--- config.mk ---
export PLATFORM = sky130hd
export DESIGN_NAME = netbios_smb_message_framer_flat
export DESIGN_NICKNAME = d
export VERILOG_FILES = /design/src/hw/rtl/nbss_pkg.sv /design/src/hw/rtl/nbss_in_if.sv /design/src/hw/rtl/nbss_out_if.sv /design/src/hw/rtl/nbss_in_stage.sv /design/src/hw/rtl/nbss_parser.sv /design/src/hw/rtl/netbios_smb_message_framer.sv /design/src/flat_wrapper.sv
export SDC_FILE = /design/constraint.sdc
export NUM_CORES = 1
export LEC_CHECK = 0
export BUFFER_PORTS_ARGS = -buffer_cell sky130_fd_sc_hd__buf_2
export CORE_ASPECT_RATIO = 0.8
export CORE_MARGIN = 8
export CORE_UTILIZATION = 26
export DETAILED_ROUTE_END_ITERATION = 16
export HOLD_SLACK_MARGIN = 0.03
export PLACE_DENSITY = 0.53
export SLEW_MARGIN = 5
export SYNTH_ARGS = -nofsm -noshare
export SYNTH_HDL_FRONTEND = slang
export SYNTH_SLANG_ARGS = --single-unit
--- constraint.sdc ---
create_clock -name i_clk -period 3.5 [get_ports i_clk]
set_input_delay 0.7 -clock i_clk [delete_from_list [all_inputs] [get_ports i_clk]]
set_output_delay 0.7 -clock i_clk [all_outputs]
set_load 0.01 [all_outputs]
--- src/hw/rtl/nbss_pkg.sv ---
// ----------------------------------------------------------------------------
// nbss_pkg: shared types and constants of the NetBIOS/SMB message framer
// Request and result payload types, status codes and the segment offset limit.
// ----------------------------------------------------------------------------
package nbss_pkg;

    // Status codes of one result.
    localparam logic [1:0] ST_SEARCH = 2'd0;
    localparam logic [1:0] ST_FLUSH  = 2'd1;
    localparam logic [1:0] ST_ABORT  = 2'd2;

    localparam int unsigned OFS_W = 16;
    localparam int unsigned FP_W  = 18;

    // Largest segment size; offsets at or above it are clamped to one below it.
    localparam longint unsigned SEG_BYTES_MAX = 65535;
    localparam logic [OFS_W-1:0] OFS_LIMIT =
        (SEG_BYTES_MAX - 1 > 65535) ? 16'hFFFF : OFS_W'(SEG_BYTES_MAX - 1);

    typedef struct packed {
        logic [7:0]       data_byte;
        logic [OFS_W-1:0] byte_offset;
        logic             session_abort;
    } t_in_item;

    typedef struct packed {
        logic [1:0]      status;
        logic [FP_W-1:0] flush_point;
    } t_out_item;

endpackage

--- src/hw/rtl/nbss_in_if.sv ---
// ----------------------------------------------------------------------------
// nbss_in_if: byte request channel
// Valid/ready channel carrying one stream byte with its offset and abort flag.
// ----------------------------------------------------------------------------
interface nbss_in_if;
    logic                     valid;
    logic                     ready;
    logic [7:0]               data_byte;
    logic [nbss_pkg::OFS_W-1:0] byte_offset;
    logic                     session_abort;

    modport source (output valid, data_byte, byte_offset, session_abort, input ready);
    modport sink   (input valid, data_byte, byte_offset, session_abort, output ready);
endinterface

--- src/hw/rtl/nbss_out_if.sv ---
// ----------------------------------------------------------------------------
// nbss_out_if: framer result channel
// Valid/ready channel carrying the status and flush point of one request.
// ----------------------------------------------------------------------------
interface nbss_out_if;
    logic                      valid;
    logic                      ready;
    logic [1:0]                status;
    logic [nbss_pkg::FP_W-1:0] flush_point;

    modport source (output valid, status, flush_point, input ready);
    modport sink   (input valid, status, flush_point, output ready);
endinterface

--- src/hw/rtl/nbss_in_stage.sv ---
// ----------------------------------------------------------------------------
// nbss_in_stage: request input register
// Captures one request per cycle while the result stage does not stall it, and clamps its offset to the segment limit.
// ----------------------------------------------------------------------------
module nbss_in_stage (
    input  logic               i_clk,
    input  logic               i_rst_n,
    nbss_in_if.sink            i_req,
    input  logic               i_adv,
    output logic               o_valid,
    output nbss_pkg::t_in_item o_item
);
    import nbss_pkg::*;

    logic     r_valid;
    t_in_item r_item;
    t_in_item n_item;

    assign i_req.ready = !r_valid || i_adv;

    always_comb begin
        n_item.data_byte     = i_req.data_byte;
        n_item.session_abort = i_req.session_abort;
        n_item.byte_offset   = (i_req.byte_offset > OFS_LIMIT) ? OFS_LIMIT
                                                               : i_req.byte_offset;
    end

    always_ff @(posedge i_clk) begin
        if (!i_rst_n) begin
            r_valid <= 1'b0;
        end else if (i_req.ready) begin
            r_valid <= i_req.valid;
        end
    end

    always_ff @(posedge i_clk) begin
        if (i_req.valid && i_req.ready) begin
            r_item <= n_item;
        end
    end

    assign o_valid = r_valid;
    assign o_item  = r_item;
endmodule

--- src/hw/rtl/nbss_parser.sv ---
// ----------------------------------------------------------------------------
// nbss_parser: session header state machine
// Holds the parse state and header window and computes one result per byte.
// ----------------------------------------------------------------------------
module nbss_parser (
    input  logic                i_clk,
    input  logic                i_rst_n,
    input  logic                i_go,
    input  nbss_pkg::t_in_item  i_item,
    output nbss_pkg::t_out_item o_res
);
    import nbss_pkg::*;

    localparam logic [2:0] PS_TYPE   = 3'd0;
    localparam logic [2:0] PS_FLAG   = 3'd1;
    localparam logic [2:0] PS_LEN_HI = 3'd2;
    localparam logic [2:0] PS_LEN_LO = 3'd3;
    localparam logic [2:0] PS_JUNK0  = 3'd4;
    localparam logic [2:0] PS_JUNK1  = 3'd5;
    localparam logic [2:0] PS_JUNK2  = 3'd6;
    localparam logic [2:0] PS_JUNK3  = 3'd7;

    localparam logic [31:0] SMB1_MAGIC = 32'hFF534D42;
    localparam logic [31:0] SMB2_MAGIC = 32'hFE534D42;
    localparam logic [2:0]  BACK_HDR   = 3'd3;
    localparam logic [2:0]  BACK_JUNK  = 3'd7;

    function automatic logic hdr_ok(input logic [31:0] hdr, input logic junk);
        logic [7:0] kind;
        logic [7:0] flag;
        logic       kind_ok;
        kind    = hdr[31:24];
        flag    = hdr[23:16];
        kind_ok = (kind == 8'h00) ||
                  (!junk && (kind >= 8'h81) && (kind <= 8'h85));
        return kind_ok && ((flag == 8'h00) || (flag == 8'h01));
    endfunction

    // Length plus four plus offset, minus the header distance; floors at zero.
    function automatic logic [FP_W-1:0] flush_at(input logic [31:0]      hdr,
                                                 input logic [OFS_W-1:0] ofs,
                                                 input logic [2:0]       back);
        logic [FP_W-1:0] sum;
        sum = {1'b0, hdr[16:0]} + FP_W'(4) + {2'b00, ofs};
        return (sum < {15'd0, back}) ? '0 : sum - {15'd0, back};
    endfunction

    logic [2:0]  r_state;
    logic [2:0]  n_state;
    logic [63:0] r_window;
    logic [63:0] n_window;
    logic [63:0] shifted;

    assign shifted = {r_window[55:0], i_item.data_byte};

    always_comb begin
        n_state           = r_state;
        n_window          = r_window;
        o_res.status      = ST_SEARCH;
        o_res.flush_point = '0;
        if (i_item.session_abort) begin
            o_res.status = ST_ABORT;
        end else begin
            unique case (r_state)
                PS_TYPE: begin
                    n_window = {56'd0, i_item.data_byte};
                    n_state  = PS_FLAG;
                end
                PS_LEN_LO: begin
                    n_window = shifted;
                    if (hdr_ok(shifted[31:0], 1'b0)) begin
                        o_res.status      = ST_FLUSH;
                        o_res.flush_point = flush_at(shifted[31:0],
                                                     i_item.byte_offset, BACK_HDR);
                        n_state           = PS_TYPE;
                    end else begin
                        n_state = PS_JUNK0;
                    end
                end
                PS_JUNK3: begin
                    // Resync needs a plain session message header and an SMB id.
                    n_window = shifted;
                    if (hdr_ok(shifted[63:32], 1'b1) &&
                        ((shifted[31:0] == SMB1_MAGIC) ||
                         (shifted[31:0] == SMB2_MAGIC))) begin
                        o_res.status      = ST_FLUSH;
                        o_res.flush_point = flush_at(shifted[63:32],
                                                     i_item.byte_offset, BACK_JUNK);
                        n_state           = PS_TYPE;
                    end
                end
                PS_FLAG, PS_LEN_HI, PS_JUNK0, PS_JUNK1, PS_JUNK2: begin
                    n_window = shifted;
                    n_state  = r_state + 3'd1;
                end
            endcase
        end
    end

    always_ff @(posedge i_clk) begin
        if (!i_rst_n) begin
            r_state  <= PS_TYPE;
            r_window <= '0;
        end else if (i_go) begin
            r_state  <= n_state;
            r_window <= n_window;
        end
    end
endmodule

--- src/hw/rtl/netbios_smb_message_framer.sv ---
// ----------------------------------------------------------------------------
// netbios_smb_message_framer: NetBIOS session message framer for SMB streams
// Walks the 4-byte session header and reports message-end flush points.
// ----------------------------------------------------------------------------
//   channel  | dir | payload                                   | handshake
//   i_req    | in  | data_byte, byte_offset, session_abort     | valid/ready
//   o_rsp    | out | status, flush_point                       | valid/ready
//
// One request per cycle while the result is not stalled; each result passes
// through the input register, then the result register.
// Reset clears the parse state, the header window and both valid flags.
// A stalled result holds the pipeline; the input register still takes a
// request while it is empty.
// ----------------------------------------------------------------------------
module netbios_smb_message_framer (
    input  logic i_clk,
    input  logic i_rst_n,
    nbss_in_if.sink    i_req,
    nbss_out_if.source o_rsp
);
    import nbss_pkg::*;

    logic      adv;
    logic      in_valid;
    t_in_item  in_item;
    t_out_item res;
    logic      r_out_valid;
    t_out_item r_out;

    assign adv = !r_out_valid || o_rsp.ready;

    nbss_in_stage u_in (
        .i_clk   (i_clk),
        .i_rst_n (i_rst_n),
        .i_req   (i_req),
        .i_adv   (adv),
        .o_valid (in_valid),
        .o_item  (in_item)
    );

    nbss_parser u_parser (
        .i_clk   (i_clk),
        .i_rst_n (i_rst_n),
        .i_go    (in_valid && adv),
        .i_item  (in_item),
        .o_res   (res)
    );

    always_ff @(posedge i_clk) begin
        if (!i_rst_n) begin
            r_out_valid <= 1'b0;
        end else if (adv) begin
            r_out_valid <= in_valid;
        end
    end

    always_ff @(posedge i_clk) begin
        if (adv && in_valid) begin
            r_out <= res;
        end
    end

    assign o_rsp.valid       = r_out_valid;
    assign o_rsp.status      = r_out.status;
    assign o_rsp.flush_point = r_out.flush_point;
endmodule

--- src/flat_wrapper.sv ---
// flat-port wrapper written by rule: the top's interface ports become plain ports
module netbios_smb_message_framer_flat import nbss_pkg::*;
  (i_clk, i_rst_n, i_req_valid, i_req_data_byte, i_req_byte_offset, i_req_session_abort, i_req_ready, o_rsp_valid, o_rsp_status, o_rsp_flush_point, o_rsp_ready);
  nbss_in_if i_req_i ();
  nbss_out_if o_rsp_i ();
  input  logic i_clk;
  input  logic i_rst_n;
  input wire logic [$bits(i_req_i.valid)-1:0] i_req_valid;
  input wire logic [$bits(i_req_i.data_byte)-1:0] i_req_data_byte;
  input wire logic [$bits(i_req_i.byte_offset)-1:0] i_req_byte_offset;
  input wire logic [$bits(i_req_i.session_abort)-1:0] i_req_session_abort;
  output wire logic [$bits(i_req_i.ready)-1:0] i_req_ready;
  output wire logic [$bits(o_rsp_i.valid)-1:0] o_rsp_valid;
  output wire logic [$bits(o_rsp_i.status)-1:0] o_rsp_status;
  output wire logic [$bits(o_rsp_i.flush_point)-1:0] o_rsp_flush_point;
  input wire logic [$bits(o_rsp_i.ready)-1:0] o_rsp_ready;
  assign i_req_i.valid = i_req_valid;
  assign i_req_i.data_byte = i_req_data_byte;
  assign i_req_i.byte_offset = i_req_byte_offset;
  assign i_req_i.session_abort = i_req_session_abort;
  assign i_req_ready = i_req_i.ready;
  assign o_rsp_valid = o_rsp_i.valid;
  assign o_rsp_status = o_rsp_i.status;
  assign o_rsp_flush_point = o_rsp_i.flush_point;
  assign o_rsp_i.ready = o_rsp_ready;
  netbios_smb_message_framer u_core (.i_clk(i_clk), .i_rst_n(i_rst_n), .i_req(i_req_i), .o_rsp(o_rsp_i));
endmodule
==> reports/metrics.yaml, run 1 <==
syn_nets: 910
multi_input_area_sq_um: 4700
clk_pin_slew_worst_paths_ns: 0.07
worstSkewPairLatency_ns: 0.36
initial_core_util_pct: 26.3
fp-row-count: 55
fillers: 2862
period_share_pct: 104
drt_iter0_drc: 439
ys_top_cells_by_area: "edfxtp_1, dfxtp_1, ha_1"
fin_total_pwr_uw: 3220
grt.met3_usage_pct: 1.92
grt_pass1_vias: 6067
slew_headroom_pct: 18.9
worstMarginPinSlew_ns: 1.22
via_per_inst: 4.98
dp_hpwl_um: 17400
io_pins: 51
drcViolationCount: 0
maxCapViolCount: 0
startpoint_type: "flop"
synth_ff_type: "dfxtp_1"
end_kind: "flop"
report.final.slew_viol_count: 0
avgSynthCellArea_sq_um: 9.17
syn2layout_area_growth_pct: 26.7
required_ns: 3.59
finalCriticalPeriod_ns: 3.65
grt_pass1_wl_um: 34000
dr.pass1.iters: 5
cts_tree: "built"
yosys.area.top_type: "edfxtp_1"
critical_path_class: "reg -> reg"
dieArea_sq_um: 34200
regArea_sq_um: 2570
synth_enable_flop_cells: 45
setup_ws_ns: -0.150
wl_per_cell_um: 17.0
synth_top_cell_area_share_pct: 18.2
io_buffer_count: 50
htreeDepth: 3
die_x_um: 205
final_nets: 1037
vias: 6529
final_area_sq_um: 9390
grtUsageMet1_pct: 19.0
placed_area_sq_um: 8720
num_antenna_cells: 0
rrSetupSlack_ns: -0.15
ir_drop_v: 0.000267
ant_nets: 0
hold_class: "reg -> reg"
endpoint: "u_core.o_rsp.flush_point[9]$_SDFFCE_PP0P_"
cts_buffers: 9
synth_cells: 808
cts_max_path_buffers: 2
fmax_mhz: 274
grt_max_degree: 57
hold_buffers: 0
antenna_found_initial: 0
overflow: 0
die_h_um: 167
crit_start: "u_core.u_in.o_item[2]$_SDFFCE_PN1P_"
drt_wl_total_um: 22300
yosysWarnings: 0
grt_use_total_pct: 12.5
setup-violations-final: 18
clock_sinks: 106
skew_ns: 0.0108
netlist-cell-type-count: 84
ys_ff_latch: 106
worstPathArrival_ns: 3.74
p_per_area_nw_per_um2: 343
gp_congestion: 0.846
drive_gt1_share_pct: 27.9
top_usage_layer: "met1"
coreArea_sq_um: 28100
yosysSeqAreaShare_pct: 34.7
grt_util_met2_pct: 18.3
ff2ff_path_depth: 14
r2r-end: "u_core.o_rsp.flush_point[9]$_SDFFCE_PP0P_"
rsz0062_at_grt: "yes"
p_leak_uw: 0.00360
r2r_start: "u_core.u_in.o_item[2]$_SDFFCE_PN1P_"
violations: "setup timing"
setup_tns_ns: -1.71
async_flop_share_pct: 0
outcome: "complete, but fails checks"
hold_violations: 0
cts_root_buf: "clkbuf_16"
syn_area_sq_um: 7410
worstPathMaxFanout: 13
per-stage QoR:
stage / cells / utilization (%) / hold WS (ns) / setup WS, ns
3_3_place_gp: 1282 / 31.0 / 0.493 / -0.169
5_1_grt: 1310 / 33.3 / 0.497 / -0.346
3_5_place_dp: 1282 / 31.0 / 0.497 / -0.233
6_report: 1310 / 33.3 / 0.509 / -0.150
2_1_floorplan: 808 / - / 0.462 / 0.0138
4_1_cts: 1298 / 32.5 / 0.499 / -0.112
layout by cell type (no fill, tap or decap), types with 5 or more instances in the layout:
cell,count
a211oi_1,5
a21boi_0,5
a21o_1,9
a21oi_1,42
a21oi_2,6
a22oi_1,52
a22oi_2,7
a31oi_1,6
and3_1,8
buf_2,50
buf_4,115
buf_6,5
clkbuf_16,11
dfxtp_1,61
edfxtp_1,45
ha_1,65
inv_1,28
nand2_1,52
nand2b_1,5
nand3_1,18
nand3b_1,5
nand4_1,11
nor2_1,66
nor2b_1,31
nor3_1,17
nor4_1,11
nor4_2,7
o211ai_1,12
o21a_1,6
o21ai_0,20
or3_1,5
xnor2_1,22
xor2_1,17
power by group:
group	internal (uW)	total (uW)	switching, uW
sequential	1320	1350	29.0
combinational	340	755	414
clock	612	1110	499
sequential cells by signal (all words and copies together) (netlist names):
signal	flops
u_core.u_parser.r_state	3
u_core.o_rsp.status	2
u_core.o_rsp.flush_point	18
u_core.u_parser.r_window	56
u_core.u_in.o_item	25
u_core.o_rsp.valid	1
u_core.u_in.o_valid	1
synth_stat cells (all sizes together), types with 7 or more instances:
cell    number
nor3        20
nand3       20
nand2       53
nand2b       7
o211ai      13
inv         29
dfxtp       61
a211oi       8
edfxtp      45
buf         16
and3         8
nor2        68
nor4        19
clkbuf      40
a21o        10
a22oi       59
xnor2       23
xor2        18
nor2b       33
nand4       12
ha          71
a21oi       50
o21ai       26
logic make-up after synthesis:
kind of cell	Yosys count	share of synthesized area (%)
AND/OR/NAND/NOR	283	21.2
AO/OA/AOI/OAI	216	21.3
flip-flops	106	34.7
buffers and inverters	85	4.80
adder cells (fa/ha/maj)	73	12.5
XOR/XNOR	41	4.85
multiplexers	4	0.557
worst max-delay path: stages, from the launching register on:
cell      delay, ns
edfxtp_1       0.41
ha_1           0.30
ha_2           0.17
inv_1          0.05
fa_2           0.38
nor2b_4        0.16
o2111a_1       0.22
nor3_2         0.07
xnor2_2        0.16
or4_4          0.54
nor4b_4        0.29
a41oi_4        0.19
buf_6          0.21
a22oi_1        0.18
nor2_1         0.07
per-layer routing:
layer | share of wire [%] | wire length, um | vias to the layer above
li1 | - | - | 3243
met1 | 52 | 11600 | 3133
met2 | 43 | 9600 | 139
met3 | 3.9 | 876 | 14
met4 | 0.78 | 174 | 0
met5 | 0 | 0 | -
area by class of cell:
| cell class | instances | area share (%) |
|---|---|---|
| clock buffer | 10 | 2.67 |
| clock inverter | 6 | 0.787 |
| inverter | 29 | 1.16 |
| multi-input combinational | 617 | 50.1 |
| sequential | 106 | 27.4 |
| tap | 370 | 4.93 |
| timing repair buffer | 172 | 12.9 |
worst min-delay path by stage:
stage	startpoint	end	slack (ns)	cells after the start
finish	u_core.u_parser.r_window[2]$_SDFFE_PN0P_	u_core.u_parser.r_window[2]$_SDFFE_PN0P_	0.51	2
global route	i_req_data_byte[4]	u_core.u_in.o_item[21]$_DFFE_PP_	0.50	1
CTS	i_req_data_byte[4]	u_core.u_in.o_item[21]$_DFFE_PP_	0.50	1
detailed placement	u_core.u_parser.r_window[1]$_SDFFE_PN0P_	u_core.u_parser.r_window[1]$_SDFFE_PN0P_	0.50	2
global placement	u_core.u_parser.r_window[0]$_SDFFE_PN0P_	u_core.u_parser.r_window[0]$_SDFFE_PN0P_	0.49	2
floorplan	u_core.u_parser.r_window[0]$_SDFFE_PN0P_	u_core.u_parser.r_window[0]$_SDFFE_PN0P_	0.46	2
what timing repair did:
action                     4_1_cts  5_1_grt
cloned                           0        1
pin swaps                        4       23
setup endpoints to repair       18       18
setup buffers                    0       13
resized for setup               23       30
(Power assumes the default switching activity.)
==> run 2: changes to the inputs <==
Settings changed: CORE_UTILIZATION 26 to 47, PLACE_DENSITY 0.53 to 0.78.
==> run 2 against run 1 <==
Net effect: power is 4.2% lower; the run still ends with setup timing left; sequential power hardly changed; setup slack better by 0.082 ns; clock skew is 0.0028 ns higher; critical path type unchanged; sequential share of layout area is 2.1 points higher; count of clock-buffer cells in the layout is 1 lower; global-route usage is 6.9 points higher; highest routed layer unchanged; final cell count is 15% lower; combinational power is 6.6% lower; die area is 41% lower.
==> reports/metrics.yaml, run 2 (same netlist as run 1, synthesis figures left out) <==
outcome: "complete, but fails checks"
violations: "setup timing"
finalCriticalPeriod_ns: 3.57
fp-row-count: 41
maxCapViolCount: 0
ir_drop_v: 0.000297
sequentialPowerShare_pct: 43.8
fin_cells: 1112
drt_iter0_drc: 597
hold_class: "in -> reg"
worstPathMaxFanout: 18
gp_congestion: 0.940
final_util_pct: 55.9
fillers: 1390
cts_tree: "built"
syn2layout_area_growth_pct: 17.8
critical_path_class: "reg -> reg"
p_comb_share_pct: 22.9
rsz0062_at_grt: "yes"
path_cells: "ha_1 -> ha_2 -> inv_2 -> fa_2 -> nor2b_4 -> o2111a_1 -> nor3_2 -> xnor2_1 -> or4_4 -> nor4b_4 -> a41oi_4 -> buf_12 -> a22oi_2 -> nor2_1"
wl_per_cell_um: 17.9
final_area_sq_um: 8720
final_nets: 994
hold_violations: 0
pre_cts_slack_ns: -0.289
rrSetupSlack_ns: -0.07
grt_use_total_pct: 19.4
power_switching_share_pct: 30.8
end_kind: "flop"
worstPathArrival_ns: 3.66
setup-violations-final: 17
antenna_found_initial: 0
drt_wl_total_um: 19900
report.final.slew_viol_count: 0
grt_max_degree: 49
clock_sinks: 106
internal-power_uw: 2130
cts_buffers: 9
dp_hpwl_um: 15200
cts_root_buf: "clkbuf_16"
slowest_delay_ns: 0.53
drive_gt1_share_pct: 23.0
p_leak_uw: 0.00335
fmax_mhz: 280
htreeDepth: 3
via_per_inst: 5.87
io_pins: 51
crit_slowest_cell: "or4_4"
coreArea_sq_um: 15600
cts_max_path_buffers: 2
fin_hold_ws_ns: 0.516
skew_ns: 0.0136
placed_area_sq_um: 8280
num_antenna_cells: 0
place_inst: 1092
setup_ws_ns: -0.0678
crit_family: "simple AND/OR/NAND/NOR gates"
p_per_area_nw_per_um2: 353
io_buffer_count: 50
clk_pin_slew_worst_paths_ns: 0.08
final_common_cell: "buf_4"
ant_nets: 0
slew_headroom_pct: 32.2
layout_common_cells: "buf_4, ha_1, nor2_1, dfxtp_1, nand2_1"
regMostFlops: "u_core.u_parser.r_window"
dr.pass1.iters: 5
vias: 6529
dieArea_sq_um: 20100
drcViolationCount: 0
startpoint_type: "flop"
die_x_um: 156
largest_register_ffs: 56
initial_core_util_pct: 47.5
switching_power_uw: 950
overflow: 0
required_ns: 3.59
worstSkewPairLatency_ns: 0.36
grt_pass1_vias: 5976
period_share_pct: 102
die_h_um: 128
grt_pass1_wl_um: 31200
p_clk_share_pct: 33.3
cp_num_buf_inv: 2
worstMarginPinSlew_ns: 1.02
## run 2: power groups by stage
| stage | Combinational, uW | Clock [uW] | Sequential [uW] |
|---|---|---|---|
| finish | 705 | 1030 | 1350 |
| global route | 763 | 1080 | 1350 |
| CTS | 680 | 1030 | 1350 |
| detailed placement | 672 | 0 | 1380 |
| global placement | 661 | 0 | 1380 |
| floorplan | 431 | 0 | 1370 |
## run 2: stage by stage
| step | TNS, ns | total power [uW] |
|---|---|---|
| after floorplan | 0 | 1800 |
| after global placement | -0.675 | 2040 |
| after detailed placement | -2.16 | 2050 |
| after CTS | -0.778 | 3060 |
| after global routing | -3.56 | 3190 |
| final | -0.772 | 3080 |
## run 2: worst reg2reg max path: cells and delay by family (launching register included)
kind                       cells  cell delay [ns]
AOI/OAI and AO/OA              3             0.55
xor gates and xnor gates       1             0.14
adders and majority gates      3             0.88
buffers and inverters          2             0.23
DFF                            1             0.41
and+or+nand+nor                5             1.11
## run 2: layout make-up
class	count	area (sq um)	area share, %
Tap cell	215	269	3.08
Timing Repair Buffer	129	868	9.95
Multi-Input combinational cell	617	4610	52.8
Inverter	29	109	1.25
Sequential cell	106	2570	29.5
Clock inverter	7	72.6	0.832
Clock buffer	9	225	2.58
## run 2: path summary, 6_finish.rpt
kind	depth (start not counted)	start	endpoint
max	14	u_core.u_in.o_item[2]$_SDFFCE_PN1P_	u_core.o_rsp.flush_point[5]$_SDFFCE_PP0P_
min	1	i_req_data_byte[7]	u_core.u_in.o_item[24]$_DFFE_PP_
max reg2reg	14	u_core.u_in.o_item[2]$_SDFFCE_PN1P_	u_core.o_rsp.flush_point[5]$_SDFFCE_PP0P_
min reg2reg	2	u_core.u_parser.r_window[4]$_SDFFE_PN0P_	u_core.u_parser.r_window[4]$_SDFFE_PN0P_
## run 2: what timing repair did
item                                    CTS  global route
endpoints found under the setup margin   18            18
gates resized for setup                   9            18
buffers inserted                          2             2
pin swaps                                 2             7
hold buffers                              0             0
## run 2: routing by layer
| metal | GRT usage [%] | vias to the layer above | wire length [um] |
|---|---|---|---|
| met1 | 27.6 | 3116 | 9120 |
| met5 | 0 | - | 0 |
| met2 | 30.0 | 233 | 8910 |
| li1 | - | 3157 | - |
| met3 | 2.86 | 23 | 1480 |
| met4 | 5.08 | 0 | 336 |
==> run 3: changes to the inputs <==
Settings changed: ABC_AREA from default to 1.
Clock period 3.5 ns to 3.2 ns, I/O delays scaled along.
==> run 3 against run 2 <==
Net effect: the flow now finishes without violations; maximum frequency up 15%; final cell count is 21% higher; sequential share of layout area increased by 0.17 points.
==> reports/metrics.yaml, run 3 <==
wl_met3_um: 1520
vias: 7089
cts_max_path_buffers: 2
ys_ff_latch: 106
synth_enable_flop_cells: 45
clock_sinks: 106
wl_per_cell_um: 15.4
required_ns: 3.31
die_h_um: 131
syn2layout_area_growth_pct: 12.2
synth_top_cell_area_share_pct: 17.5
cp_num_buf_inv: 3
final_util_pct: 53.1
syn_area_sq_um: 7730
crit_slowest_cell: "fa_2"
largest_register_ffs: 56
skew_ns: 0.0107
hold_buffers: 0
grt_use_total_pct: 19.1
cts_tree: "built"
grt_pass1_vias: 6228
antenna_found_initial: 0
dieArea_sq_um: 20800
rrSetupSlack_ns: 0.09
hold_violations: 0
worstPathMaxFanout: 17
yosysSeqAreaShare_pct: 33.3
report.final.slew_viol_count: 0
dp_hpwl_um: 15800
worstSkewPairLatency_ns: 0.37
p_leak_uw: 0.00405
hold_class: "in -> reg"
critical_path_class: "reg -> reg"
overflow: 0
initial_core_util_pct: 47.3
maxCapViolCount: 0
worstMarginPinSlew_ns: 0.939
ant_nets: 0
cts_buffers: 9
outcome: "finished clean"
drt_wl_total_um: 20700
fmax_mhz: 321
end_kind: "flop"
drive_gt1_share_pct: 16.2
met2_length_um: 9150
post_synth_most_frequent_cells: "nand2_1, inv_1, a21oi_1, ha_1, nand3_1"
num_antenna_cells: 0
io_buffer_count: 50
netlist-cell-type-count: 43
layout_common_cells: "nand2_1, inv_1, a21oi_1, ha_1, nand3_1"
slowest_delay_ns: 0.54
finalCriticalPeriod_ns: 3.11
p_per_area_nw_per_um2: 422
slew_headroom_pct: 37.4
clk_pin_slew_worst_paths_ns: 0.08
fin_cells: 1342
die_x_um: 159
ir_drop_v: 0.000306
setup-violations-final: 0
fin_hold_ws_ns: 0.451
final_common_cell: "nand2_1"
setup_ws_ns: 0.0853
met1_length_um: 9480
via_per_inst: 5.28
grt_max_degree: 61
fp-row-count: 42
top_layer: "met4"
period_share_pct: 97.3
drcViolationCount: 0
startpoint_type: "flop"
yosys.area.top_type: "edfxtp_1"
setup_tns_ns: 0
worstPathArrival_ns: 3.22
regMostFlops: "u_core.u_parser.r_window"
dr.pass1.iters: 5
cts_root_buf: "clkbuf_16"
syn_nets: 1174
coreArea_sq_um: 16300
io_pins: 51
final_nets: 1219
htreeDepth: 3
gp_congestion: 0.982
crit_family: "adder cells"
pre_cts_slack_ns: 0.00880
yosysMostFrequentCell: "nand2_1"
synth_ff_type: "dfxtp_1"
synth_cells: 1072
grt_pass1_wl_um: 31700
path_cells: "ha_1 -> ha_2 -> inv_1 -> fa_2 -> inv_1 -> nor3_2 -> nand3_2 -> nor2_4 -> nand3_2 -> nor2_4 -> nand3_1 -> nand2_2 -> inv_4 -> o21ai_1 -> a21oi_2"
drt_iter0_drc: 662
avgSynthCellArea_sq_um: 7.21
yosysWarnings: 0
ys_top_cells_by_area: "edfxtp_1, dfxtp_1, nand2_1"
place_inst: 1314
async_flop_share_pct: 0
run 3: metal layers:
metal | vias up | track usage (%)
met5 | - | 0
met4 | 0 | 6.03
met3 | 44 | 4.10
met2 | 242 | 30.4
met1 | 3202 | 25.7
li1 | 3601 | -
run 3: final cells by class:
class / instances / area, sq um
fill: 1527 / 7670
tap: 220 / 275
timing repair buffer: 73 / 435
clock inverter: 6 / 51.3
clock buffer: 10 / 229
multi-input combinational: 778 / 4550
sequential: 106 / 2570
inverter: 149 / 562
run 3: final timing paths:
| path | cells past startpoint | start | endpoint |
|---|---|---|---|
| max | 15 | u_core.u_in.o_item[2]$_SDFFCE_PN1P_ | u_core.o_rsp.flush_point[11]$_SDFFCE_PP0P_ |
| min | 1 | i_req_session_abort | u_core.u_in.o_item[0]$_DFFE_PP_ |
| max reg2reg | 15 | u_core.u_in.o_item[2]$_SDFFCE_PN1P_ | u_core.o_rsp.flush_point[11]$_SDFFCE_PP0P_ |
| min reg2reg | 2 | u_core.u_parser.r_window[41]$_SDFFE_PN0P_ | u_core.u_parser.r_window[49]$_SDFFE_PN0P_ |
run 3: power by group:
part           internal [uW]  switching, uW  total (uW)
sequential              1480           58.5        1540
clock                    542            553        1100
combinational            349            675        1020
total                   2370           1290        3660
run 3: cells by family (layout without fill, tap and decap cells):
| group | Yosys count | in the layout | synth area share, % |
|---|---|---|---|
| fa+ha+maj | 73 | 73 | 12.0 |
| buf+inv | 189 | 238 | 9.57 |
| simple gates | 518 | 519 | 30.8 |
| compound gates | 168 | 168 | 12.3 |
| xor+xnor | 18 | 18 | 2.04 |
| flops | 106 | 106 | 33.3 |
run 3: repair_timing:
| item | CTS | global route |
|---|---|---|
| resized for setup | 0 | 38 |
| buffers inserted | 1 | 10 |
| setup endpoints to repair | 2 | 18 |
| pin swaps | 1 | 18 |
| cloned | 0 | 1 |
run 3: through the flow:
stage               cell area [sq um]  total power, uW
finish                           8670             3660
global route                     8670             3830
CTS                              8470             3600
detailed placement               8180             2500
global placement                 8180             2490
floorplan                        7730             2260
